## src/rtl/core/spq_pkg.sv

```systemverilog
// Shared types and codes for the sorted-array priority queue.
package spq_pkg;

  localparam int PRIO_W     = 16;
  localparam int MAX_ITEM_W = 48;
  localparam int OUT_ITEM_W = 32;

  typedef logic signed [PRIO_W-1:0] prio_t;

  typedef enum logic {
    OP_ENQ = 1'b0,
    OP_DEQ = 1'b1
  } op_t;

  typedef enum logic [1:0] {
    ST_ENQUEUED = 2'd0,
    ST_DEQUEUED = 2'd1,
    ST_FULL     = 2'd2,
    ST_EMPTY    = 2'd3
  } status_t;

  // Command broadcast to every cell of the chain.
  typedef struct packed {
    logic  enq;
    logic  deq;
    prio_t prio;
  } cmd_t;

endpackage

```

## src/rtl/core/spq_cell.sv

```systemverilog
// One cell of the sorted chain: holds one entry and shifts with its neighbors.
module spq_cell #(
  parameter int ITEM_WIDTH = 32
) (
  input  logic                  clk,
  input  logic                  rst_n,
  input  spq_pkg::cmd_t         cmd,
  input  logic [ITEM_WIDTH-1:0] new_item,
  input  logic                  left_gt,
  input  logic                  left_valid,
  input  spq_pkg::prio_t        left_prio,
  input  logic [ITEM_WIDTH-1:0] left_item,
  input  logic                  right_valid,
  input  spq_pkg::prio_t        right_prio,
  input  logic [ITEM_WIDTH-1:0] right_item,
  output logic                  valid,
  output spq_pkg::prio_t        prio,
  output logic [ITEM_WIDTH-1:0] item,
  output logic                  gt
);
  import spq_pkg::*;

  logic                  valid_r, valid_nxt;
  prio_t                 prio_r, prio_nxt;
  logic [ITEM_WIDTH-1:0] item_r, item_nxt;

  assign gt = valid_r && ($signed(prio_r) > $signed(cmd.prio));

  // Cell 0 is the top of the queue. On an enqueue, cells holding a strictly
  // greater priority stay, the first other cell takes the new entry and the
  // rest move one place down. On a dequeue everything moves one place up.
  always_comb begin
    valid_nxt = valid_r;
    prio_nxt  = prio_r;
    item_nxt  = item_r;
    if (cmd.enq) begin
      if (!gt) begin
        if (left_gt) begin
          valid_nxt = 1'b1;
          prio_nxt  = cmd.prio;
          item_nxt  = new_item;
        end else begin
          valid_nxt = left_valid;
          prio_nxt  = left_prio;
          item_nxt  = left_item;
        end
      end
    end else if (cmd.deq) begin
      valid_nxt = right_valid;
      prio_nxt  = right_prio;
      item_nxt  = right_item;
    end
  end

  always_ff @(posedge clk) begin
    if (!rst_n) begin
      valid_r <= 1'b0;
    end else begin
      valid_r <= valid_nxt;
    end
  end

  always_ff @(posedge clk) begin
    prio_r <= prio_nxt;
    item_r <= item_nxt;
  end

  assign valid = valid_r;
  assign prio  = prio_r;
  assign item  = item_r;

endmodule

```

## config.mk

```make
export PLATFORM = sky130hd
export DESIGN_NAME = spq_cell
export DESIGN_NICKNAME = d
export VERILOG_FILES = /design/src/rtl/core/spq_pkg.sv /design/src/rtl/core/spq_cell.sv
export SDC_FILE = /design/constraint.sdc
export NUM_CORES = 1
export LEC_CHECK = 0
export ABC_AREA = 1
export BUFFER_PORTS_ARGS = -buffer_cell sky130_fd_sc_hd__buf_2
export CORE_MARGIN = 3
export CORE_UTILIZATION = 45
export CTS_CLUSTER_SIZE = 40
export DETAILED_ROUTE_END_ITERATION = 10
export PLACE_DENSITY = 0.89
export SYNTH_ARGS = -nofsm -noshare
export SYNTH_HDL_FRONTEND = slang
export SYNTH_SLANG_ARGS = --single-unit
```

## constraint.sdc

```tcl
create_clock -name clk -period 4.7 [get_ports clk]
set_clock_uncertainty 0.15 [all_clocks]
set_input_delay 0.47 -clock clk [delete_from_list [all_inputs] [get_ports clk]]
set_output_delay 0.47 -clock clk [all_outputs]
set_load 0.1 [all_outputs]
```

* After elaboration in Yosys (flattened, before gate mapping) *
Cells that the tools add are included.
Widths: inputs -> output; s select.

operators by class
  $lt $le $gt $ge = 1
  reduce and logical (&&, ||, !) cells = 3
  equal/unequal tests = 1
  mux-type cells = 12

operators with widths
  cell                count
  $mux 32             4
  $mux 16             4
  $gt 16x16->1        1
  $mux 1              4
  $ne 2x2->1 const B  1
  $reduce_and 2->1    1
  $reduce_bool 2->1   1
  $logic_and 1x1->1   1

storage, ports and cells
  output and inout bits = 50
  register bits after elaboration = 49
  logic and storage cells = 20
  input bits = 151

* Longest topological paths before layout *
  depth in word-level cells = 4
  mapped depth = 14
  mapped depth without buffers = 14

* Least setup slack after synthesis *
Ideal clock, no wire load.

  kind = register -> output
  start point = reg prio_r[15], in the netlist prio[15]
  end point = out gt
  required time = 4.080 ns
  buffers on the path = 0
  setup slack = 0.831 ns
  arrival time = 3.249 ns
  cell stages (with the launch flop) = 11
  cells stage by stage = edfxtp_1 -> ha_1 -> nand2_2 -> inv_1 -> nand2_1 -> nand2_1 -> a21oi_1 -> nand4_1 -> nand2_2 -> inv_1 -> nor2_1

on the way
  word-level cells in the longest chain between the ends = 2

ends and longest elaborated chain
  what                    RTL line        RTL
  start, declared         spq_cell.sv:24  prio_t prio_r, prio_nxt;
  start signal, assigned  spq_cell.sv:64  prio_r <= prio_nxt;
  $gt 16x16->1            spq_cell.sv:27  assign gt = valid_r && ($signed(prio_r) > $signed(cmd.prio));
  $logic_and 1x1->1       spq_cell.sv:27
  end, declared           spq_cell.sv:19  output logic gt

Every way passes these cells.

* Worst setup path after layout *
  start point = reg prio_r[15], in the netlist prio[15]
  end point = reg prio_r[4], in the netlist prio[4], enable pin

on the way
  word-level cells in the longest chain between the ends = 4

ends and longest elaborated chain
  what                               RTL line
  $gt 16x16->1                       spq_cell.sv:27
  $logic_and 1x1->1                  spq_cell.sv:27
  $ne 2x2->1 (no source line)        --
  $reduce_and 2->1 (no source line)  --

Every way passes these cells.
A chain may end at the register's enable or synchronous reset.

==> impl_summary.md <==
Status
The run finished with clean final reports.

Worst setup path
By startpoint and endpoint, the worst setup path is classified as flip-flop to flip-flop. The kind of launch point of the worst setup path is a flip-flop. Tracing the worst setup path back leads to its startpoint at prio[15]$_DFFE_PP_. The critical path data required time is 4.46 ns. For the worst flop-to-flop path, the logic depth is 11. The critical register-to-register path endpoint is prio[4]$_DFFE_PP_. The launch instance of the worst register-to-register path is prio[15]$_DFFE_PP_. Of all nets on the critical path, the largest fanout is 48. The setup slack on the worst flop-to-flop path is approximately 1.8 ns.

The endpoint kind of the worst setup timing path is a flip-flop. For the worst setup path, the data arrival time is 2.66 ns.

Detailed routing
For this block, wires on met1 add up to 3.289 mm. The routed wire length per instance is approximately 14 µm. The top layer used by detailed routing is met4.

The initial detailed-routing violation count is around 130. The total routed wirelength is between 8 and 9 mm. Once detail routing completed, the nets flagged for antenna violations numbered 0. For this run, design rule violations remaining after detail routing come to 0. The number of vias per cell is 5.089. The first TritonRoute pass finished after 4 iterations. Across all layers, the routed design uses 3155 vias. The met3 wirelength from detailed routing is 634 µm.

Wire segments on met2 add up to 4.621 mm in the final route.

Logic synthesis
The share of the Yosys chip area taken by registers is 0.4941. In this run the cell area of the synthesized design comes to roughly 0.003 mm². The average cell area after synthesis is roughly 8.3 µm². The count of synthesis-stage warnings from yosys is 0. The count of cell types in the netlist is 22.

The number of nets produced by synthesis is around 520. The flip-flop and latch count after synthesis is just under 50. The count of mapped cells out of synthesis is between 300 and 400.

Timing
The worst pin sits at a relative slew slack of 0.2595. The final count of pins violating max slew is 0. Setup repair after global routing left no endpoint under its margin. The transition time at the pin with the least slew margin is ~1.1 ns. The final setup TNS is 0 ns. The final hold violation count is 0.

The setup violation total in the final timing report is 0. The highest achievable clock rate is ~350 MHz. The final period demand of the worst path is roughly 2.9 ns. The final period utilization is 0.6167.

Die
The effective utilization at floorplan is 0.4824. The core area is 0.006131 mm². The die is around 87 µm wide.

The floorplan step defined a die boundary enclosing approximately 0.0076 mm². The row count is 28. 201 I/O pins were placed. The die boundary height is 87.08 µm.

Clocking
After clock tree synthesis, the clock-pin slew on the worst setup and hold paths is ~0.10 ns. The H-tree generated during clock tree synthesis spans 2 levels. The number of buffers inserted by hold repair at cts is 0. The number of resized instances in the post-cts repair step is 0. The TritonCTS clock tree is done. Clock tree synthesis selected as its root buffer the cell clkbuf_8.

The maximum buffer depth of the clock tree is 2. For the worst-skew pair, the clock arrives at the later sink with an insertion delay of around 0.30 ns. Counting the buffers created by CTS gives 5. Buffers added to address setup during post-CTS repair amount to 0.

The clock sink count is 49.

Flow run
The tool flagged a number of max-cap violations equal to 0.

Pwr
The largest voltage drop on the vdd net is 225.6 µV. The post-layout total power is about 1400 µW. The power per cell area is approximately 350 mW/mm². The leakage dissipation is ~0.0021 µW.

Placed design
The count of input and output buffers is 200. The number of placed instances, taps included, is 612. Once placement finished, the instance area stood at between 0.003 and 0.004 mm². Once detailed placement completed, the half-perimeter wirelength came to around 6.9 mm. The weighted congestion reported at the end of routability-driven placement is 0.7626.

Worst hold path
The cell count of the worst hold path is 5. The path with the worst hold slack has its endpoint at valid$_SDFFE_PN0P_. The tightest min-delay check is of the input port to flip-flop type. The critical hold path startpoint is rst_n.

Cells and area
Once layout is done, the placed cells without fillers occupy about 0.004 mm². The area used by sequential logic in the layout is approximately 0.0015 mm². The final standard cell count with taps included and fillers excluded is 620.

The number of nets in the finished design is slightly above 700. The ratio of cells with drive above 1 in the final layout is 0.4037. 0 antenna diodes ended up in the layout. Relative to the synthesized area, the layout overhead comes to 37.44%. The total area of multi-input combinational cells is 0.001295 mm².

Fill cells in the final layout number slightly above 500.

Global route
Entering global routing, the biggest net connects 100 pins. The number of global-route vias before repair is about 2.9k. The number of antenna violations at the first check in global routing is 0. The first global-routing pass estimated 13.47 mm of wire. Across every metal layer, demand over resource in global routing totals 0.2241. For this run the aggregate overflow at the end of global routing stands at 0.
cell usage in the layout, fill, tap and decap left out, drive strengths merged:
cell type	n
a21oi	5
a31oi	48
and2	1
buf	202
clkbuf	5
clkinv	3
dfxtp	1
edfxtp	48
ha	16
inv	30
nand2	123
nand3	5
nand4	2
nor2	52
o21bai	1
o22ai	1
o31ai	1
or2	1
where the power goes:
| part | switching (µW) | total [µW] | internal [µW] |
|---|---|---|---|
| Combinational | 496 | 625 | 129 |
| Clock | 141 | 244 | 103 |
| Sequential | 17.2 | 559 | 542 |
state kept, by name (all words and copies together), names as in the netlist:
register,flops
item,32
valid,1
prio,16
worst max-delay path: stages (launching register included):
cell	delay [ns]
edfxtp_1	0.40
ha_1	0.34
nand2_2	0.12
inv_1	0.04
nand2_1	0.05
nand2_1	0.04
a21oi_1	0.18
nand3_2	0.08
nand2_1	0.08
nand2_2	0.06
nand3_2	0.06
and2_2	0.88
stage by stage:
stage	worst slack (ns)	hold WS, ns	utilization
2_1_floorplan	0.8306	0.5059	-
3_3_place_gp	1.649	0.4412	0.6490
3_5_place_dp	1.546	0.4548	0.6490
4_1_cts	1.748	0.3068	0.6631
5_1_grt	1.535	0.3327	0.6631
6_report	1.802	0.3079	0.6631
cell families (layout without fill, tap and decap cells):
logic type / after synthesis / in the layout / share of synthesized area
flops: 49 / 49 / 0.4941
fa+ha+maj: 16 / 16 / 0.06768
buf+inv: 51 / 240 / 0.06853
simple gates: 184 / 184 / 0.2525
compound gates: 56 / 56 / 0.1172
layout make-up:
| class | count | share of cell area |
|---|---|---|
| Clock buffer | 5 | 0.01693 |
| Clock inverter | 3 | 0.004309 |
| Inverter | 30 | 0.02770 |
| Multi-Input combinational cell | 256 | 0.3186 |
| Sequential cell | 49 | 0.3595 |
| Tap cell | 75 | 0.02308 |
| Timing Repair Buffer | 202 | 0.2499 |
metal layers:
metal	global-route usage	vias to the layer above
li1	-	1571
met4	0.07082	0
met1	0.2695	1428
met3	0.04257	16
met5	0	-
met2	0.4017	140
synth_stat cells:
| master | count | area (µm²) |
|---|---|---|
| dfxtp_1 | 1 | 20.02 |
| a31oi_1 | 48 | 300.3 |
| ha_1 | 16 | 200.2 |
| nand3_2 | 3 | 30.03 |
| o21bai_1 | 1 | 7.510 |
| nand2_1 | 119 | 446.7 |
| buf_6 | 1 | 11.26 |
| o22ai_1 | 1 | 6.260 |
| and2_1 | 1 | 6.260 |
| nand4_1 | 2 | 12.51 |
| buf_2 | 3 | 15.01 |
| buf_1 | 8 | 30.03 |
| inv_1 | 30 | 112.6 |
| edfxtp_1 | 48 | 1441 |
| o31ai_1 | 1 | 7.510 |
| clkbuf_1 | 9 | 33.78 |
| nor2_4 | 2 | 22.52 |
| nand2_2 | 4 | 25.02 |
| nor2_1 | 50 | 187.7 |
| nand3_1 | 2 | 10.01 |
| or2_2 | 1 | 6.260 |
| a21oi_1 | 5 | 25.02 |
worst max-delay path by stage:
stage                         end  cells past startpoint
2_1_floorplan                  gt                     10
3_3_place_gp   item[28]$_DFFE_PP_                     13
3_5_place_dp    item[0]$_DFFE_PP_                     13
4_1_cts        prio[13]$_DFFE_PP_                     11
5_1_grt        prio[13]$_DFFE_PP_                     11
6_report        prio[4]$_DFFE_PP_                     11
(Power assumes the default switching activity.)
